$ cat config.mk
export PLATFORM = sky130hd
export DESIGN_NAME = sbfl_ram
export DESIGN_NICKNAME = d
export VERILOG_FILES = /design/src/design/sbfl_ram.sv
export SDC_FILE = /design/constraint.sdc
export NUM_CORES = 1
export LEC_CHECK = 0
export BUFFER_PORTS_ARGS = -buffer_cell sky130_fd_sc_hd__buf_2
export CAP_MARGIN = 20
export CORE_ASPECT_RATIO = 1.2
export CORE_UTILIZATION = 55
export CTS_CLUSTER_SIZE = 10
export DETAILED_ROUTE_END_ITERATION = 6
export GPL_ROUTABILITY_DRIVEN = 0
export PLACE_DENSITY = 0.74
export SLEW_MARGIN = 15
export SYNTH_ARGS = -nofsm -noshare
export SYNTH_HDL_FRONTEND = slang
export SYNTH_SLANG_ARGS = --single-unit
$ cat constraint.sdc
create_clock -name i_clk -period 4 [get_ports i_clk]
set_input_delay 0.4 -clock i_clk [delete_from_list [all_inputs] [get_ports i_clk]]
set_output_delay 0.4 -clock i_clk [all_outputs]
set_load 0.01 [all_outputs]
$ cat src/design/sbfl_ram.sv
// Generic single-write, single-read RAM with registered read data
module sbfl_ram #(
    parameter int WIDTH = 8,
    parameter int DEPTH = 16,
    localparam int AW = (DEPTH > 1) ? $clog2(DEPTH) : 1
) (
    input  logic             i_clk,
    input  logic             i_we,
    input  logic [AW-1:0]    i_waddr,
    input  logic [WIDTH-1:0] i_wdata,
    input  logic             i_re,
    input  logic [AW-1:0]    i_raddr,
    output logic [WIDTH-1:0] o_rdata
);

    logic [WIDTH-1:0] r_mem [DEPTH];
    logic [WIDTH-1:0] r_rdata;

    always_ff @(posedge i_clk) begin
        if (i_we) begin
            r_mem[i_waddr] <= i_wdata;
        end
        if (i_re) begin
            r_rdata <= r_mem[i_raddr];
        end
    end

    assign o_rdata = r_rdata;

endmodule

Yosys cells after proc, flatten, opt, wreduce, memory -nomap -nowiden
Memories as Yosys holds them, arrays and structs flattened. A register that Yosys moved wholly into a read port is not among the register bits.
Cells that the tools add are included.
{"block": "word_totals", "register_bits": 0, "latch_bits": 0, "ramBits": 128, "mem_bits_ro": 0, "wordCells": 3, "n_memories": 1}
{"block": "classes", "n_addsub": 0, "n_mul": 0, "n_div": 0, "n_lt_le_gt_ge": 0, "n_eq_ne": 0, "n_shift": 0, "n_mux": 2, "bitwise": 0, "reduce_logical": 0}
{"memory": "r_mem", "depth": 16, "width": 8, "rd": 1, "rd_ports_with_merged_regs": 1, "wr": 1, "line": "16", "source": "logic [WIDTH-1:0] r_mem [DEPTH];"}
{"op": "$mux W1", "n": 2}

Logic depth before layout (Yosys ltp)
{"block": "logic_depth", "depth_word": 2, "ltp_mapped": 5, "ltp_nobuf": 3}

Worst setup path before layout
Ideal clock, no wire load.
{"block": "synth_timing", "kind": "input port to flip-flop", "startpoint": "input port i_waddr[2]", "endpoint": "memory r_mem[0][0], enable pin", "setup_time_ns": 0.383, "arrival_time_ns": 1.510, "setup_slack_ns": 2.107, "cell_stages": 2, "n_path_buf": 0, "cell_sequence": "or3b_2 nor3_1"}
{"item": "start, declared", "line": "9", "source": "input logic [AW-1:0] i_waddr,"}
{"item": "end, declared", "line": "16"}
Straight into the memory's write port.

==> results list <==
- Vias after detailed routing: 2411
* Routed Antenna Nets: 0
- Floorplan die width: 91.0 um
- At the worst endpoint, the arrival time is 2.06 ns.
- On the worst path, the slowest cell contributes a delay of 0.61 ns.
* Via count of the first global-routing pass: 2435
- HPWL Detailed: 5.63 mm
* DRC violation count after routing: 0
* Nets: 286
- For this design, the slowest cell found on the critical path is mux4_1.
* Unrepaired setup endpoints after global routing: false
* Sequential fraction of the synthesis area: between 70% and 80%
- Share of final-layout standard cells stronger than drive strength 1: between 20% and 30%
- Biggest fanout along the worst timing path: 18
* Total congestion overflow after global routing: 0
- H-tree Lvls: 4
- Setup slack closes at 2.20 ns.
* Hold-fix buffer count after cts: 0
- Crit path required time: 4.26 ns
- Clock buffers created by TritonCTS: 17
* Worst r2r path cells: 3
- DP Worst Slack: 1.48 ns
- The startpoint identified for the worst register-to-register timing path is r_mem[4][1].
- Setup violations remaining at the end of the flow were counted as 0.
- The design draws 3.31 mW.
- Overall routed net length: ~9.5 mm
- Based on the critical path, the design can be clocked at up to 555 MHz.
* Worst hold slack after final layout: around 0.24 ns
* Final period demand of the worst path: between 1.5 and 2 ns
- Before antenna repair, the detailed router went through 4 iterations.
* Number of diodes: 0
* Core area: 0.00913 mm2
* Ratio of final minimum period to clock period: 45.0%
* Chain of cells forming the critical path: buf_2 > buf_16 > mux4_1 > a22oi_1 > nand2_1
- Routed length per instance: 23.7 um
- Clock root buffer: clkbuf_8
* Worst min-delay path startpoint: i_re
* Class of the most critical hold timing path: primary input to register
* Count of cells along the worst hold path: 1
* GRT Util Overall: 21.2%
- After synthesis the netlist holds a flip-flop and latch count of 136.
- Startpoint types: primary input
* Avg Cell Area, Syn: between 20 and 25 um2
- Count of boundary I/O pins: 27
- Area after detailed placement: 0.00545 mm2
- The first global-routing pass estimated between 10 and 15 mm of wire.
* Post-synthesis cell area: 0.00523 mm2
* Overall die height: 109 um
* Final setup TNS: 0 ns
* Synthesized netlist net count: 248
- The clock net in this run drives a total of 136 sinks.
- After routing the design area is a little over 0.006 mm2.
* Total of buffers placed on input and output ports: 26
- Pin count of the biggest net entering global routing: 33
* Power density over cell area: 545 mW/mm2
- Result of the run: completed
- Gates resized, CTS repair: 0
* Via density per instance: 6.03
* Initial antenna violation count: 0
* Slew at the pin with the worst max-slew slack: 0.997 ns
* Crit end category: register
* Violation count after the first detailed-routing iteration: 152
- For this run, the number of Yosys warnings is 0.
- After clock tree synthesis, the setup repair step added 0 buffers.
- Count of different cell masters after synthesis: 18
* Endpoint of the worst register-to-register path: o_rdata[1]
- VDD sags by at most 456 uV.
- The floorplan step defined a die boundary enclosing 0.00990 mm2.
* CTS clk-pin slew, worst paths: 0.06 ns
* Number of hold violations in the final report: 0
- Classification of the worst setup path: primary input to register
- On the final layout, the worst clock skew is 0.00398 ns.
* Static leakage: a little over 2 nW
- Clock tree from TritonCTS: done
- Num rows: 38
- Maximum clock insertion buffer count: 2
- Internal reg-to-reg setup slack: 2.47 ns
- Clock network latency to the later pin of the worst-skew pair: 0.52 ns
* Starting density of the core: between 50% and 60%
- In this run the tightest slew margin relative to its limit is 33.3%.
* Endpoint with the worst hold slack: o_rdata[7]
* Count of max-cap constraint violations: 0
- Synthesis produced a netlist whose cell count is 229.
* Number of pins exceeding their max-slew limit in the final report: 0
* Synth-to-Final Area Change: 16.2%
synth_stat cells:
cell	instances	area [um2]
nand2b_1	2	12.5
nand2_1	9	33.8
nand3_1	1	5.00
buf_2	3	15.0
buf_6	3	33.8
and2_1	1	6.26
mux4_1	14	368
edfxtp_1	136	4080
mux4_2	18	405
nor3_1	4	20.0
nor2_1	13	48.8
or3b_2	1	8.76
a22oi_1	16	120
clkdlybuf4s25_2	3	30.0
nand3b_1	2	15.0
buf_4	1	7.51
and2b_1	1	7.51
nor2b_1	1	6.26
final cells by class:
| type | count | area [um2] |
|---|---|---|
| Tap cell | 120 | 150 |
| Multi-Input combinational cell | 83 | 1070 |
| Clock buffer | 18 | 418 |
| Clock inverter | 14 | 181 |
| Timing Repair Buffer | 29 | 173 |
| Fill cell | 590 | 3060 |
| Sequential cell | 136 | 4080 |
flip-flops by register name, summed over array words and instances, names as in the netlist:
| name | cells |
|---|---|
| r_mem | 128 |
| o_rdata | 8 |
how the worst max path moves through the flow:
stage	from	slack, ns	cells past startpoint	end
after floorplan	i_waddr[2]	2.11	2	r_mem[0][0]
after global placement	i_raddr[0]	1.48	4	o_rdata[3]
after detailed placement	i_raddr[0]	1.48	4	o_rdata[2]
after CTS	i_raddr[0]	1.99	4	o_rdata[1]
after global routing	i_raddr[0]	2.13	5	o_rdata[1]
final	i_raddr[0]	2.20	5	o_rdata[1]
power breakdown:
part,internal [mW],switching (mW),leakage [nW]
combinational,0.0584,0.0835,0.499
sequential,1.61,0.00752,1.24
clock,1.00,0.551,0.283
total,2.67,0.642,2.02
cell usage in the layout, fill, tap and decap left out, types with 3 or more instances in the layout:
master | netlist | final
clkinvlp_4 | 0 | 3
buf_2 | 3 | 26
bufinv_16 | 0 | 4
nand2_1 | 9 | 9
edfxtp_1 | 136 | 136
mux4_2 | 18 | 18
clkbuf_16 | 0 | 16
nor2_1 | 13 | 13
a22oi_1 | 16 | 16
clkinv_1 | 0 | 3
mux4_1 | 14 | 14
worst max-delay path, delay by kind of cell:
kind | cells | cell delay [ns]
and+or+nand+nor | 1 | 0.08
muxes | 1 | 0.61
AOI/OAI and AO/OA | 1 | 0.26
buffers and inverters | 2 | 0.70
layer usage:
| layer | track usage (%) | vias up | share of wire [%] |
|---|---|---|---|
| li1 | - | 1059 | - |
| met1 | 29.4 | 1235 | 44 |
| met2 | 31.2 | 98 | 48 |
| met3 | 5.79 | 19 | 6.5 |
| met4 | 11.8 | 0 | 2.1 |
| met5 | 0 | - | 0 |
per-stage QoR:
stage	util, %	instances
finish	66.5	400
global route	66.5	400
CTS	66.2	399
detailed placement	59.7	367
global placement	59.7	367
floorplan	-	229
logic make-up (layout without fill, tap and decap cells):
kind of cell | count (synthesis) | in the layout | synth area share [%]
buffers and inverters | 10 | 61 | 1.65
and+or+nand+nor | 35 | 35 | 3.14
muxes | 32 | 32 | 14.8
AOI/OAI and AO/OA | 16 | 16 | 2.30
DFF | 136 | 136 | 78.1
Power figures use the tool's default switching activity.
