### src/design/sbfl_pkg.sv
// Shared constants, codes and types of the sticky best-fit layout core
package sbfl_pkg;

    localparam int MAX_SLICES_DEF   = 256;
    localparam int MAX_PREVIOUS_DEF = 256;
    localparam int OFFSET_BITS_DEF  = 40;

    localparam int ID_W     = 64;
    localparam int ARCH_W   = 16;
    localparam int HDR_W    = 16;
    localparam int PCT_W    = 7;
    localparam int KEPT_W   = 9;
    localparam int PCT_FULL = 100;

    localparam logic [15:0] HEADER_RST = 16'd64;
    localparam logic [6:0]  PCT_RST    = 7'd25;

    localparam logic [1:0] OP_LOAD_PREV  = 2'd0;
    localparam logic [1:0] OP_LOAD_SLICE = 2'd1;
    localparam logic [1:0] OP_RUN        = 2'd2;
    localparam logic [1:0] OP_QUERY      = 2'd3;

    localparam logic [0:0] CFG_HEADER = 1'b0;
    localparam logic [0:0] CFG_PCT    = 1'b1;

    localparam logic [1:0] ST_OK      = 2'd0;
    localparam logic [1:0] ST_OVERLAP = 2'd1;
    localparam logic [1:0] ST_FULL    = 2'd2;

    localparam logic [1:0] KIND_FRESH   = 2'd0;
    localparam logic [1:0] KIND_OVER    = 2'd1;
    localparam logic [1:0] KIND_COMPACT = 2'd2;

    typedef struct packed {
        logic [1:0]        code;
        logic [1:0]        kind;
        logic [KEPT_W-1:0] kept_total;
    } t_run_res;

endpackage

### src/design/sbfl_engine.sv
// Layout run sequencer: match, gap build, best-fit placement, compaction
module sbfl_engine
    import sbfl_pkg::*;
#(
    parameter int MAX_SLICES   = MAX_SLICES_DEF,
    parameter int MAX_PREVIOUS = MAX_PREVIOUS_DEF,
    parameter int OFFSET_BITS  = OFFSET_BITS_DEF,
    localparam int OW  = OFFSET_BITS,
    localparam int SCW = $clog2(MAX_SLICES + 1),
    localparam int PCW = $clog2(MAX_PREVIOUS + 1),
    localparam int SAW = (MAX_SLICES > 1) ? $clog2(MAX_SLICES) : 1,
    localparam int PAW = (MAX_PREVIOUS > 1) ? $clog2(MAX_PREVIOUS) : 1,
    localparam int PW  = 2 * ID_W + ARCH_W + 2 * OW,
    localparam int SW  = 2 * ID_W + ARCH_W + OW,
    localparam int RW  = OW + 1,
    localparam int GW  = 2 * OW
) (
    input  logic             i_clk,
    input  logic             i_rst_n,
    input  logic             i_start,
    input  logic [HDR_W-1:0] i_header,
    input  logic [PCT_W-1:0] i_pct,
    input  logic [PCW-1:0]   i_prev_count,
    input  logic [SCW-1:0]   i_slice_count,
    output logic             o_prev_re,
    output logic [PAW-1:0]   o_prev_raddr,
    input  logic [PW-1:0]    i_prev_rdata,
    output logic             o_slc_re,
    output logic [SAW-1:0]   o_slc_raddr,
    input  logic [SW-1:0]    i_slc_rdata,
    output logic             o_res_re,
    output logic [SAW-1:0]   o_res_raddr,
    input  logic [RW-1:0]    i_res_rdata,
    output logic             o_res_we,
    output logic [SAW-1:0]   o_res_waddr,
    output logic [RW-1:0]    o_res_wdata,
    output logic             o_gap_re,
    output logic [SCW-1:0]   o_gap_raddr,
    input  logic [GW-1:0]    i_gap_rdata,
    output logic             o_gap_we,
    output logic [SCW-1:0]   o_gap_waddr,
    output logic [GW-1:0]    o_gap_wdata,
    output logic             o_done,
    output t_run_res         o_res,
    output logic [OW-1:0]    o_region_end
);

    localparam int KW = 2 * OW + SCW;
    localparam int MW = OW + PCT_W;

    localparam logic [4:0] E_IDLE  = 5'd0;
    localparam logic [4:0] E_FRD   = 5'd1;
    localparam logic [4:0] E_FWR   = 5'd2;
    localparam logic [4:0] E_MSRD  = 5'd3;
    localparam logic [4:0] E_MPRD  = 5'd4;
    localparam logic [4:0] E_MPCMP = 5'd5;
    localparam logic [4:0] E_KRD   = 5'd6;
    localparam logic [4:0] E_KCMP  = 5'd7;
    localparam logic [4:0] E_KPICK = 5'd8;
    localparam logic [4:0] E_LRD   = 5'd9;
    localparam logic [4:0] E_LCMP  = 5'd10;
    localparam logic [4:0] E_LPICK = 5'd11;
    localparam logic [4:0] E_GRD   = 5'd12;
    localparam logic [4:0] E_GCMP  = 5'd13;
    localparam logic [4:0] E_GDONE = 5'd14;
    localparam logic [4:0] E_PMUL  = 5'd15;
    localparam logic [4:0] E_PCMP  = 5'd16;
    localparam logic [4:0] E_CLR   = 5'd17;
    localparam logic [4:0] E_DONE  = 5'd18;

    logic [4:0]     r_state, n_state;
    logic [SCW-1:0] r_i, n_i, r_g, n_g, r_ng, n_ng, r_nk, n_nk;
    logic [PCW-1:0] r_j, n_j;
    logic [OW-1:0]  r_end, n_end, r_gsum, n_gsum;
    logic [KW-1:0]  r_best, n_best, r_last, n_last;
    logic           r_found, n_found, r_have_last, n_have_last, r_gfound, n_gfound;
    logic [OW-1:0]  r_bsz, n_bsz, r_lsz, n_lsz, r_gsz, n_gsz, r_goff, n_goff;
    logic [SCW-1:0] r_bix, n_bix, r_lix, n_lix, r_gix, n_gix;
    logic [MW-1:0]  r_p1, n_p1, r_p2, n_p2;
    logic           r_compact, n_compact;
    logic [1:0]     r_code, n_code, r_kind, n_kind;

    logic [ID_W-1:0]   w_p_hi, w_p_lo, w_s_hi, w_s_lo;
    logic [ARCH_W-1:0] w_p_arch, w_s_arch;
    logic [OW-1:0]     w_p_off, w_p_size, w_s_size, w_r_off, w_g_off, w_g_size;
    logic [OW-1:0]     w_hdr, w_b_off, w_b_size;
    logic              w_r_kept;
    logic [KW-1:0]     w_key;
    logic [OW:0]       w_sum;
    logic              w_fail;
    logic [1:0]        w_fail_code;

    assign w_p_hi   = i_prev_rdata[PW-1 -: ID_W];
    assign w_p_lo   = i_prev_rdata[PW-ID_W-1 -: ID_W];
    assign w_p_arch = i_prev_rdata[2*OW+ARCH_W-1 -: ARCH_W];
    assign w_p_off  = i_prev_rdata[2*OW-1 -: OW];
    assign w_p_size = i_prev_rdata[OW-1:0];
    assign w_s_hi   = i_slc_rdata[SW-1 -: ID_W];
    assign w_s_lo   = i_slc_rdata[SW-ID_W-1 -: ID_W];
    assign w_s_arch = i_slc_rdata[OW+ARCH_W-1 -: ARCH_W];
    assign w_s_size = i_slc_rdata[OW-1:0];
    assign w_r_off  = i_res_rdata[OW:1];
    assign w_r_kept = i_res_rdata[0];
    assign w_g_off  = i_gap_rdata[2*OW-1 -: OW];
    assign w_g_size = i_gap_rdata[OW-1:0];
    assign w_hdr    = OW'(i_header);
    assign w_key    = {w_r_off, w_s_size, r_i};
    assign w_b_off  = r_best[KW-1 -: OW];
    assign w_b_size = r_best[KW-OW-1 -: OW];

    always_comb begin
        n_state     = r_state;
        n_i         = r_i;
        n_j         = r_j;
        n_g         = r_g;
        n_ng        = r_ng;
        n_nk        = r_nk;
        n_end       = r_end;
        n_gsum      = r_gsum;
        n_best      = r_best;
        n_last      = r_last;
        n_found     = r_found;
        n_have_last = r_have_last;
        n_gfound    = r_gfound;
        n_bsz       = r_bsz;
        n_bix       = r_bix;
        n_lsz       = r_lsz;
        n_lix       = r_lix;
        n_gsz       = r_gsz;
        n_gix       = r_gix;
        n_goff      = r_goff;
        n_p1        = r_p1;
        n_p2        = r_p2;
        n_compact   = r_compact;
        n_code      = r_code;
        n_kind      = r_kind;
        o_prev_re    = 1'b0;
        o_prev_raddr = r_j[PAW-1:0];
        o_slc_re     = 1'b0;
        o_slc_raddr  = r_i[SAW-1:0];
        o_res_re     = 1'b0;
        o_res_raddr  = r_i[SAW-1:0];
        o_res_we     = 1'b0;
        o_res_waddr  = r_i[SAW-1:0];
        o_res_wdata  = '0;
        o_gap_re     = 1'b0;
        o_gap_raddr  = r_g;
        o_gap_we     = 1'b0;
        o_gap_waddr  = r_ng;
        o_gap_wdata  = '0;
        w_sum        = '0;
        w_fail       = 1'b0;
        w_fail_code  = ST_OK;

        unique case (r_state)
            E_IDLE: begin
                if (i_start) begin
                    n_i         = '0;
                    n_j         = '0;
                    n_ng        = '0;
                    n_nk        = '0;
                    n_gsum      = '0;
                    n_end       = w_hdr;
                    n_found     = 1'b0;
                    n_have_last = 1'b0;
                    n_compact   = 1'b0;
                    n_state     = (i_prev_count == '0) ? E_FRD : E_MSRD;
                end
            end
            E_FRD: begin
                if (r_i == i_slice_count) begin
                    n_code  = ST_OK;
                    n_kind  = r_compact ? KIND_COMPACT : KIND_FRESH;
                    n_nk    = '0;
                    n_state = E_DONE;
                end else begin
                    o_slc_re = 1'b1;
                    n_state  = E_FWR;
                end
            end
            E_FWR: begin
                o_res_we    = 1'b1;
                o_res_wdata = {r_end, 1'b0};
                w_sum       = {1'b0, r_end} + {1'b0, w_s_size};
                if (w_sum[OW]) begin
                    w_fail      = 1'b1;
                    w_fail_code = ST_FULL;
                end else begin
                    n_end   = w_sum[OW-1:0];
                    n_i     = r_i + 1'b1;
                    n_state = E_FRD;
                end
            end
            E_MSRD: begin
                if (r_i == i_slice_count) begin
                    n_i     = '0;
                    n_state = E_KRD;
                end else begin
                    o_slc_re = 1'b1;
                    n_j      = '0;
                    n_state  = E_MPRD;
                end
            end
            E_MPRD: begin
                if (r_j == i_prev_count) begin
                    o_res_we    = 1'b1;
                    o_res_wdata = '0;
                    n_i         = r_i + 1'b1;
                    n_state     = E_MSRD;
                end else begin
                    o_prev_re = 1'b1;
                    n_state   = E_MPCMP;
                end
            end
            E_MPCMP: begin
                if (w_p_hi == w_s_hi && w_p_lo == w_s_lo) begin
                    o_res_we = 1'b1;
                    n_i      = r_i + 1'b1;
                    n_state  = E_MSRD;
                    if (w_p_arch == w_s_arch && w_s_size <= w_p_size) begin
                        o_res_wdata = {w_p_off, 1'b1};
                        n_nk        = r_nk + 1'b1;
                        w_sum       = {1'b0, w_p_off} + {1'b0, w_s_size};
                        if (w_sum[OW]) begin
                            w_fail      = 1'b1;
                            w_fail_code = ST_FULL;
                        end
                    end else begin
                        o_res_wdata = '0;
                    end
                end else begin
                    n_j     = r_j + 1'b1;
                    n_state = E_MPRD;
                end
            end
            E_KRD: begin
                if (r_i == i_slice_count) begin
                    n_state = E_KPICK;
                end else begin
                    o_slc_re = 1'b1;
                    o_res_re = 1'b1;
                    n_state  = E_KCMP;
                end
            end
            E_KCMP: begin
                if (w_r_kept && (!r_have_last || w_key > r_last) &&
                    (!r_found || w_key < r_best)) begin
                    n_best  = w_key;
                    n_found = 1'b1;
                end
                n_i     = r_i + 1'b1;
                n_state = E_KRD;
            end
            E_KPICK: begin
                n_i     = '0;
                n_found = 1'b0;
                if (!r_found) begin
                    n_have_last = 1'b0;
                    n_state     = E_LRD;
                end else if (w_b_off < r_end) begin
                    w_fail      = 1'b1;
                    w_fail_code = ST_OVERLAP;
                end else begin
                    if (w_b_off > r_end) begin
                        o_gap_we    = 1'b1;
                        o_gap_wdata = {r_end, w_b_off - r_end};
                        n_ng        = r_ng + 1'b1;
                        n_gsum      = r_gsum + (w_b_off - r_end);
                    end
                    n_end       = w_b_off + w_b_size;
                    n_last      = r_best;
                    n_have_last = 1'b1;
                    n_state     = E_KRD;
                end
            end
            E_LRD: begin
                if (r_i == i_slice_count) begin
                    n_state = E_LPICK;
                end else begin
                    o_slc_re = 1'b1;
                    o_res_re = 1'b1;
                    n_state  = E_LCMP;
                end
            end
            E_LCMP: begin
                if (!w_r_kept &&
                    (!r_have_last || w_s_size < r_lsz ||
                     (w_s_size == r_lsz && r_i > r_lix)) &&
                    (!r_found || w_s_size > r_bsz)) begin
                    n_bsz   = w_s_size;
                    n_bix   = r_i;
                    n_found = 1'b1;
                end
                n_i     = r_i + 1'b1;
                n_state = E_LRD;
            end
            E_LPICK: begin
                if (!r_found) begin
                    n_state = E_PMUL;
                end else begin
                    n_g      = '0;
                    n_gfound = 1'b0;
                    n_state  = E_GRD;
                end
            end
            E_GRD: begin
                if (r_g == r_ng) begin
                    n_state = E_GDONE;
                end else begin
                    o_gap_re = 1'b1;
                    n_state  = E_GCMP;
                end
            end
            E_GCMP: begin
                if (w_g_size >= r_bsz && (!r_gfound || w_g_size < r_gsz)) begin
                    n_gix    = r_g;
                    n_gsz    = w_g_size;
                    n_goff   = w_g_off;
                    n_gfound = 1'b1;
                end
                n_g     = r_g + 1'b1;
                n_state = E_GRD;
            end
            E_GDONE: begin
                o_res_we    = 1'b1;
                o_res_waddr = r_bix[SAW-1:0];
                n_lsz       = r_bsz;
                n_lix       = r_bix;
                n_have_last = 1'b1;
                n_found     = 1'b0;
                n_i         = '0;
                n_state     = E_LRD;
                if (r_gfound) begin
                    o_res_wdata = {r_goff, 1'b0};
                    o_gap_we    = 1'b1;
                    o_gap_waddr = r_gix;
                    o_gap_wdata = {r_goff + r_bsz, r_gsz - r_bsz};
                    n_gsum      = r_gsum - r_bsz;
                end else begin
                    o_res_wdata = {r_end, 1'b0};
                    w_sum       = {1'b0, r_end} + {1'b0, r_bsz};
                    if (w_sum[OW]) begin
                        w_fail      = 1'b1;
                        w_fail_code = ST_FULL;
                    end else begin
                        n_end = w_sum[OW-1:0];
                    end
                end
            end
            E_PMUL: begin
                n_p1    = MW'(r_gsum) * MW'(PCT_FULL);
                n_p2    = MW'(r_end - w_hdr) * MW'(i_pct);
                n_state = E_PCMP;
            end
            E_PCMP: begin
                if (r_p1 > r_p2) begin
                    n_compact = 1'b1;
                    n_end     = w_hdr;
                    n_i       = '0;
                    n_state   = E_FRD;
                end else begin
                    n_code  = ST_OK;
                    n_kind  = KIND_OVER;
                    n_state = E_DONE;
                end
            end
            E_CLR: begin
                if (r_i == i_slice_count) begin
                    n_state = E_DONE;
                end else begin
                    o_res_we    = 1'b1;
                    o_res_wdata = '0;
                    n_i         = r_i + 1'b1;
                end
            end
            E_DONE: begin
                n_state = E_IDLE;
            end
            default: begin
                n_state = E_IDLE;
            end
        endcase

        if (w_fail) begin
            n_code  = w_fail_code;
            n_kind  = KIND_FRESH;
            n_nk    = '0;
            n_end   = '0;
            n_i     = '0;
            n_state = E_CLR;
        end
    end

    always_ff @(posedge i_clk) begin
        if (!i_rst_n) begin
            r_state <= E_IDLE;
        end else begin
            r_state <= n_state;
        end
        r_i         <= n_i;
        r_j         <= n_j;
        r_g         <= n_g;
        r_ng        <= n_ng;
        r_nk        <= n_nk;
        r_end       <= n_end;
        r_gsum      <= n_gsum;
        r_best      <= n_best;
        r_last      <= n_last;
        r_found     <= n_found;
        r_have_last <= n_have_last;
        r_gfound    <= n_gfound;
        r_bsz       <= n_bsz;
        r_bix       <= n_bix;
        r_lsz       <= n_lsz;
        r_lix       <= n_lix;
        r_gsz       <= n_gsz;
        r_gix       <= n_gix;
        r_goff      <= n_goff;
        r_p1        <= n_p1;
        r_p2        <= n_p2;
        r_compact   <= n_compact;
        r_code      <= n_code;
        r_kind      <= n_kind;
    end

    assign o_done           = (r_state == E_DONE);
    assign o_res.code       = r_code;
    assign o_res.kind       = r_kind;
    assign o_res.kept_total = (r_kind == KIND_OVER) ? KEPT_W'(r_nk) : '0;
    assign o_region_end     = r_end;

endmodule

### config.mk
export PLATFORM = sky130hd
export DESIGN_NAME = sbfl_engine
export DESIGN_NICKNAME = d
export VERILOG_FILES = /design/src/design/sbfl_pkg.sv /design/src/design/sbfl_engine.sv
export SDC_FILE = /design/constraint.sdc
export NUM_CORES = 2
export LEC_CHECK = 0
export BUFFER_PORTS_ARGS = -buffer_cell sky130_fd_sc_hd__buf_4
export CAP_MARGIN = 10
export CORE_MARGIN = 2
export CORE_UTILIZATION = 46
export DETAILED_ROUTE_END_ITERATION = 8
export PLACE_DENSITY_LB_ADDON = 0.15
export REMOVE_ABC_BUFFERS = 1
export SLEW_MARGIN = 10
export SYNTH_ARGS = -nofsm -noshare
export SYNTH_HDL_FRONTEND = slang
export SYNTH_SLANG_ARGS = --single-unit
### constraint.sdc
create_clock -name i_clk -period 27.8 [get_ports i_clk]
set_input_delay 1.39 -clock i_clk [delete_from_list [all_inputs] [get_ports i_clk]]
set_output_delay 1.39 -clock i_clk [all_outputs]
set_load 0.005 [all_outputs]
# ---- Word-level counts from Yosys, hierarchy flattened
# Cells that the tools add are included.
dict set report op_classes {
  add_sub_neg 15
  n_mul 2
  order_cmp 11
  eq_ne 56
  n_mux 117
  bitwise 2
  reduce_logical 57
}
# cell n
set op_table {}
lappend op_table {{40-bit 2-to-1 mux} 12}
lappend op_table {{80-bit 2-to-1 mux} 4}
lappend op_table {{40-bit case mux with 5 select lines} 1}
lappend op_table {{9-bit 2-to-1 mux} 18}
lappend op_table {{80-bit case mux with 2 select lines} 1}
lappend op_table {{64-bit equality test} 2}
lappend op_table {{40-bit by 40-bit adder with 41-bit output} 3}
lappend op_table {{41-bit 2-to-1 mux} 3}
lappend op_table {{41-bit case mux with 3 select lines} 1}
lappend op_table {{40-bit adder} 3}
lappend op_table {{40-bit < comparator} 3}
lappend op_table {{40-bit case mux with 3 select lines} 1}
lappend op_table {{40-bit subtractor} 3}
lappend op_table {{89-bit greater-than comparator} 1}
lappend op_table {{89-bit < comparator} 1}
lappend op_table {{5-bit case mux with 17 select lines} 1}
lappend op_table {{9-bit case mux with 9 select lines} 1}
lappend op_table {{40-bit greater-than comparator} 2}
lappend op_table {{9-bit case mux with 3 select lines} 2}
lappend op_table {{47-bit greater-than comparator} 1}
lappend op_table {{41-bit by 8-bit multiplier with 47-bit output} 1}
lappend op_table {{2-bit != test, second input constant} 23}
lappend op_table {{9-bit by 1-bit adder with 9-bit output, second input constant} 5}
lappend op_table {{40-bit by 5-bit multiplier with 45-bit output, second input constant} 1}
lappend op_table {{46 further kinds} 166}
dict set report totals {
  register_bits 595
  inputBits 573
  out_inout_bits 231
  wordCells 286
}

# ---- Longest topological paths before layout
dict set report logic_depth {
  word_depth 7
  mapped_depth 36
  depth_no_buf 35
}

# ---- Worst setup path before layout
# OpenSTA, ideal clock, no wires.
dict set report synth_path {
  path_type {input-to-reg}
  startpoint {input i_slc_rdata[33]}
  endpoint {register r_best[0] (enable)}
  setup_ns 1.010
  t_arrival_ns 17.267
  required_ns 26.790
  slack_ns 9.523
  stages 12
  n_path_buf 0
  cell_sequence {ha_1 > a21o_1 > a21o_1 > a21o_1 > a21o_1 > a21o_1 > a211o_1 > a221oi_1 > nand3_1 > a221oi_1 > o21ai_0 > a2111oi_0}
}
dict set report synth_via {
  elab_chain_cells 5
  elab_cells_between_ends 7
  cone_classes {order compare: 2; reduce/logical: 5}
}
# item line_no
set synth_lines {}
lappend synth_lines {{from (decl)} sbfl_engine.sv:30} ;# input logic [SW-1:0] i_slc_rdata,
lappend synth_lines {{89-bit greater-than comparator} sbfl_engine.sv:246} ;# if (w_r_kept && (!r_have_last || w_key > r_last) &&
lappend synth_lines {{1-bit logical OR} sbfl_engine.sv:246}
lappend synth_lines {{1-bit logical AND} sbfl_engine.sv:246}
lappend synth_lines {{1-bit logical AND *} sbfl_engine.sv:246}
lappend synth_lines {{2-bit AND reduction (no source line) *} --}
lappend synth_lines {{to (signal assigned)} sbfl_engine.sv:407} ;# r_best <= n_best;
lappend synth_lines {{to (decl)} sbfl_engine.sv:75} ;# logic [KW-1:0] r_best, n_best, r_last, n_last;
# Mark *: on every way between the ends. The rest lies on a longest branch, timed or not.
# A chain may end at the register's enable or synchronous reset.

# ---- Final worst setup path
dict set report layout_path {
  startpoint {input i_header[1]}
  endpoint {register r_p2[43], data pin}
}
dict set report layout_via {
  elab_chain_cells 2
}
# item line_no
set layout_lines {}
lappend layout_lines {{from (decl)} sbfl_engine.sv:21} ;# input logic [HDR_W-1:0] i_header,
lappend layout_lines {{40-bit by 16-bit subtractor with 41-bit output} sbfl_engine.sv:352} ;# n_p2 = MW'(r_end - w_hdr) * MW'(i_pct);
lappend layout_lines {{41-bit by 8-bit multiplier with 47-bit output} sbfl_engine.sv:352}
lappend layout_lines {{to (signal assigned)} sbfl_engine.sv:420} ;# r_p2 <= n_p2;
lappend layout_lines {{to (decl)} sbfl_engine.sv:79} ;# logic [MW-1:0] r_p1, n_p1, r_p2, n_p2;
# Every way passes these cells.

==> results summary <==
The power per cell area came out at between 150 and 200 nW/um^2. The remaining design rule violation count is 0. The final clock period utilization by the worst path came out at a little over a third. The reg-to-reg startpoint is o_region_end[0]. The analysis attributes to cell leakage a power of 36.9 nW. Routability-driven placement finished with a final weighted congestion of 1.02. The Yosys warning count is 0. The origin of the worst min-delay path is r_bix[8].

The portion of the post-synthesis area used by sequential elements is ~26%. The buffer type at the clock tree root is sky130_fd_sc_hd__clkbuf_16. The worst slew slack as a fraction of its limit is between 10% and 20%. The analysis attributes to net switching a power of 6.39 mW. The max-cap check violation count came out at 0. The worst-skew pair later-pin latency is roughly 0.7 ns.

The first-iteration detailed-routing DRC count is ~5.6k. After synthesis, the share of flip-flops with an asynchronous set or reset is 0%. The estimated wirelength of the detail-placed design came out at around 230000 um. Clock-pin slew was measured on the worst setup and hold paths at roughly 0.060 ns.

The run finished with clean final reports. The largest incremental delay on the critical path came out at roughly 0.71 ns. The count of unique library cells instantiated by Yosys is 110.

The first global-routing pass estimated between 300000 and 400000 um of wire. The layout overhead on the synthesized area is 16.3%. Setup slack on the worst reg-to-reg path comes out at around 18 ns. The synthesized instance count came out at 7350. The total die area is approximately 150000 sq um. The average wire per standard cell is 27.4 um. The number of cell instances on the worst register-to-register path is 33.

For this run, the top clock speed supported by timing is roughly 0.1 GHz. The via count of the first global-routing pass came out at 59.7k. The number of antenna violations at the first check in global routing is 36. The number of port buffers came out at 803.

The final number of max-transition violations came to 0. The detail route stage leaves a number of antenna-violating nets equal to 0. The longest clock path from root to sink contains 3 buffers.

The arrival time of data at the critical path endpoint is 10.34 ns. The aggregate routed wire length is 276000 um. The clock share of power came out at about 8.8%.

A synthesized cell averages approximately 9 sq um. TritonCTS built the clock tree. The slowest library cell on the worst path is sky130_fd_sc_hd__nor3_1.

The predominant post-synthesis flop cell is sky130_fd_sc_hd__edfxtp_1. Combinational logic burns between 70% and 80% of the power. The routed length on met3 is 24000 um. The routed layout has approximately 60k vias. The ratio of cells with drive above 1 in the final layout is a little over an eighth. The number of I/O pins came out at approximately 800. The min-delay analysis places its worst path in the category reg2reg.

The kind of start point of the critical path is a primary input. The sink count of the clock tree is ~600. The smallest clock period supported by the final layout is computed as about 10 ns. The cell type with the highest aggregate area in the netlist is sky130_fd_sc_hd__edfxtp_1. The cell row count came out at 139. Setup repair after global routing left no endpoint under its margin. The total internal power came out at 5.97 mW. Once the clock tree was built, the setup fixing pass inserted 0 buffers. By startpoint and endpoint, the worst setup path is classified as in2reg. The setup skew after layout came out at around 0.043 ns. The die is roughly 380 um wide.

The endpoint identified for the worst register-to-register timing path is r_p2[43]. The met1 wire length is between 100000 and 150000 um. The final global-route overflow total came out at 0. STA classifies the critical path endpoint as a register.

For the final routed database, the setup TNS stands at 0 ns. The highest layer touched by signal routing is met5. Entering global routing, the biggest net connects 56 pins. The library cells used most frequently in the layout, excluding fill and tap cells, are 1022 x sky130_fd_sc_hd__inv_1, 985 x sky130_fd_sc_hd__ha_1, 865 x sky130_fd_sc_hd__buf_4. The top cell type by area accounts for 23.9% of the synthesized area. The number of H-tree branching levels came out at 3.

The starting utilization of the core area is a little under half. For the worst setup path, the data required time is around 28 ns. The sequential group share of total power is 13.4%. Yosys mapped a number of flops with a built-in enable equal to between 500 and 600.

The die boundary height came out at 384 um. Ranked by total cell area, the synthesized netlist is headed by sky130_fd_sc_hd__edfxtp_1 24%, sky130_fd_sc_hd__ha_1 19%, sky130_fd_sc_hd__fa_1 7.5%. The quantity of gates resized following cts came out at 0. For the pin with the worst max-slew slack, the measured transition is between 1 and 1.5 ns.

The area inside the core boundary is between 100000 and 150000 sq um. The first TritonRoute pass finished after 9 iterations. The overall routing resource usage is a little over a third.

Overall power consumption after layout is estimated at 12.4 mW. After the last flow step, the layout net total stands at slightly below 10k. Wire segments on met2 add up to around 130000 um in the final route. The number of hold violations in the final report is 0. The path with the worst hold slack has its endpoint at r_lix[8]. Setup violations remaining at the end of the flow were counted as 0. The TritonCTS buffer count is about 80. Along the worst path, the maximum fanout reaches 21.

Across the VDD grid, the largest voltage drop is about 0.35 mV. Dividing the detail-routed via count by the number of cells gives between 5 and 6. The hold path depth is 0. The mapped netlist covers approximately 66000 sq um. Counting flops and latches in the post-synthesis netlist gives a little under 600. The start point of the critical path is i_header[1]. For this design, the CTS-stage hold fixing added 0 buffers.

The commonest non-fill, non-tap cell in the layout is sky130_fd_sc_hd__inv_1. The share of total power consumed by net switching is about 52%.
-- power by group through the flow --
stage	registers [mW]	clock network, mW	logic (mW)
2_1_floorplan	1.59	0	7.07
6_report	1.66	1.08	9.62
4_1_cts	1.65	1.09	9.52
5_1_grt	1.66	1.13	10.8
3_3_place_gp	1.67	0	9.27
3_5_place_dp	1.67	0	9.47
-- synthesized netlist by cell type, drive strengths merged, types with 139 or more instances --
cell and instances:
inv 1023, ha 985, edfxtp 530, a21oi 439
nand2 400, nor2 366, a21o 359, xnor2 357
o21ai 303, fa 249, nor2b 249, xor2 212
clkbuf 172, nand4 163, nand3 139
-- registers in the layout, indices dropped and copies added (netlist names), 40 cells and up --
| register | count |
|---|---|
| r_last | 89 |
| r_bsz | 40 |
| o_region_end | 40 |
| r_goff | 40 |
| r_lsz | 40 |
| r_p2 | 47 |
| r_gsum | 40 |
| r_best | 89 |
| r_gsz | 40 |
| r_p1 | 45 |
-- cell type report --
type,instances,area [sq um]
Fill cell,13300,66200
Multi-Input combinational cell,5514,44700
Sequential cell,595,17200
Timing Repair Buffer,865,6490
Inverter,1026,3850
Tap cell,1903,2380
Clock buffer,103,2120
Clock inverter,44,536
Antenna cell,8,20.0
-- per-stage QoR --
step | util, % | setup slack, ns | hold slack (ns) | cells | cell area [sq um]
floorplan | - | 9.52 | 0.400 | 7135 | 65600
global route | 53.9 | 17.17 | 0.449 | 10100 | 77300
finish | 53.9 | 17.92 | 0.424 | 10100 | 77300
global placement | 52.0 | 17.42 | 0.407 | 9903 | 74600
detailed placement | 52.0 | 17.33 | 0.412 | 9903 | 74600
CTS | 53.9 | 18.09 | 0.425 | 10100 | 77300
-- metal layers --
| metal | up-vias | GRT usage [%] |
|---|---|---|
| li1 | 27700 | - |
| met1 | 29300 | 44.7 |
| met2 | 2639 | 60.1 |
| met3 | 501 | 7.69 |
| met4 | 22 | 18.8 |
| met5 | - | 0 |
-- how the worst max path moves through the flow --
stage / to / cells past startpoint
final: r_p2[43] / 34
after global routing: r_p2[46] / 34
after CTS: r_p2[43] / 34
after detailed placement: r_p2[43] / 34
after global placement: r_p2[45] / 31
after floorplan: r_best[0] / 12
-- worst max-delay path, delay by kind of cell --
kind            cells  cell delay, ns
compound gates     13            3.34
xor+xnor            2            0.55
fa+ha+maj           6            2.60
buf+inv             5            0.46
simple gates        8            1.95
-- kinds of logic (layout without fill, tap and decap cells) --
| family | Yosys count | count (layout) | share of synthesized area, % |
|---|---|---|---|
| muxes | 18 | 18 | 0.282 |
| buffers and inverters | 1241 | 2038 | 7.16 |
| AOI/OAI and AO/OA | 1831 | 1831 | 18.4 |
| adders and majority gates | 1235 | 1235 | 26.0 |
| and+or+nand+nor | 1861 | 1861 | 14.7 |
| other | 0 | 8 | 0 |
| DFF | 595 | 595 | 25.9 |
| xor gates and xnor gates | 569 | 569 | 7.52 |
No activity file was read; power rests on OpenSTA's default activity.
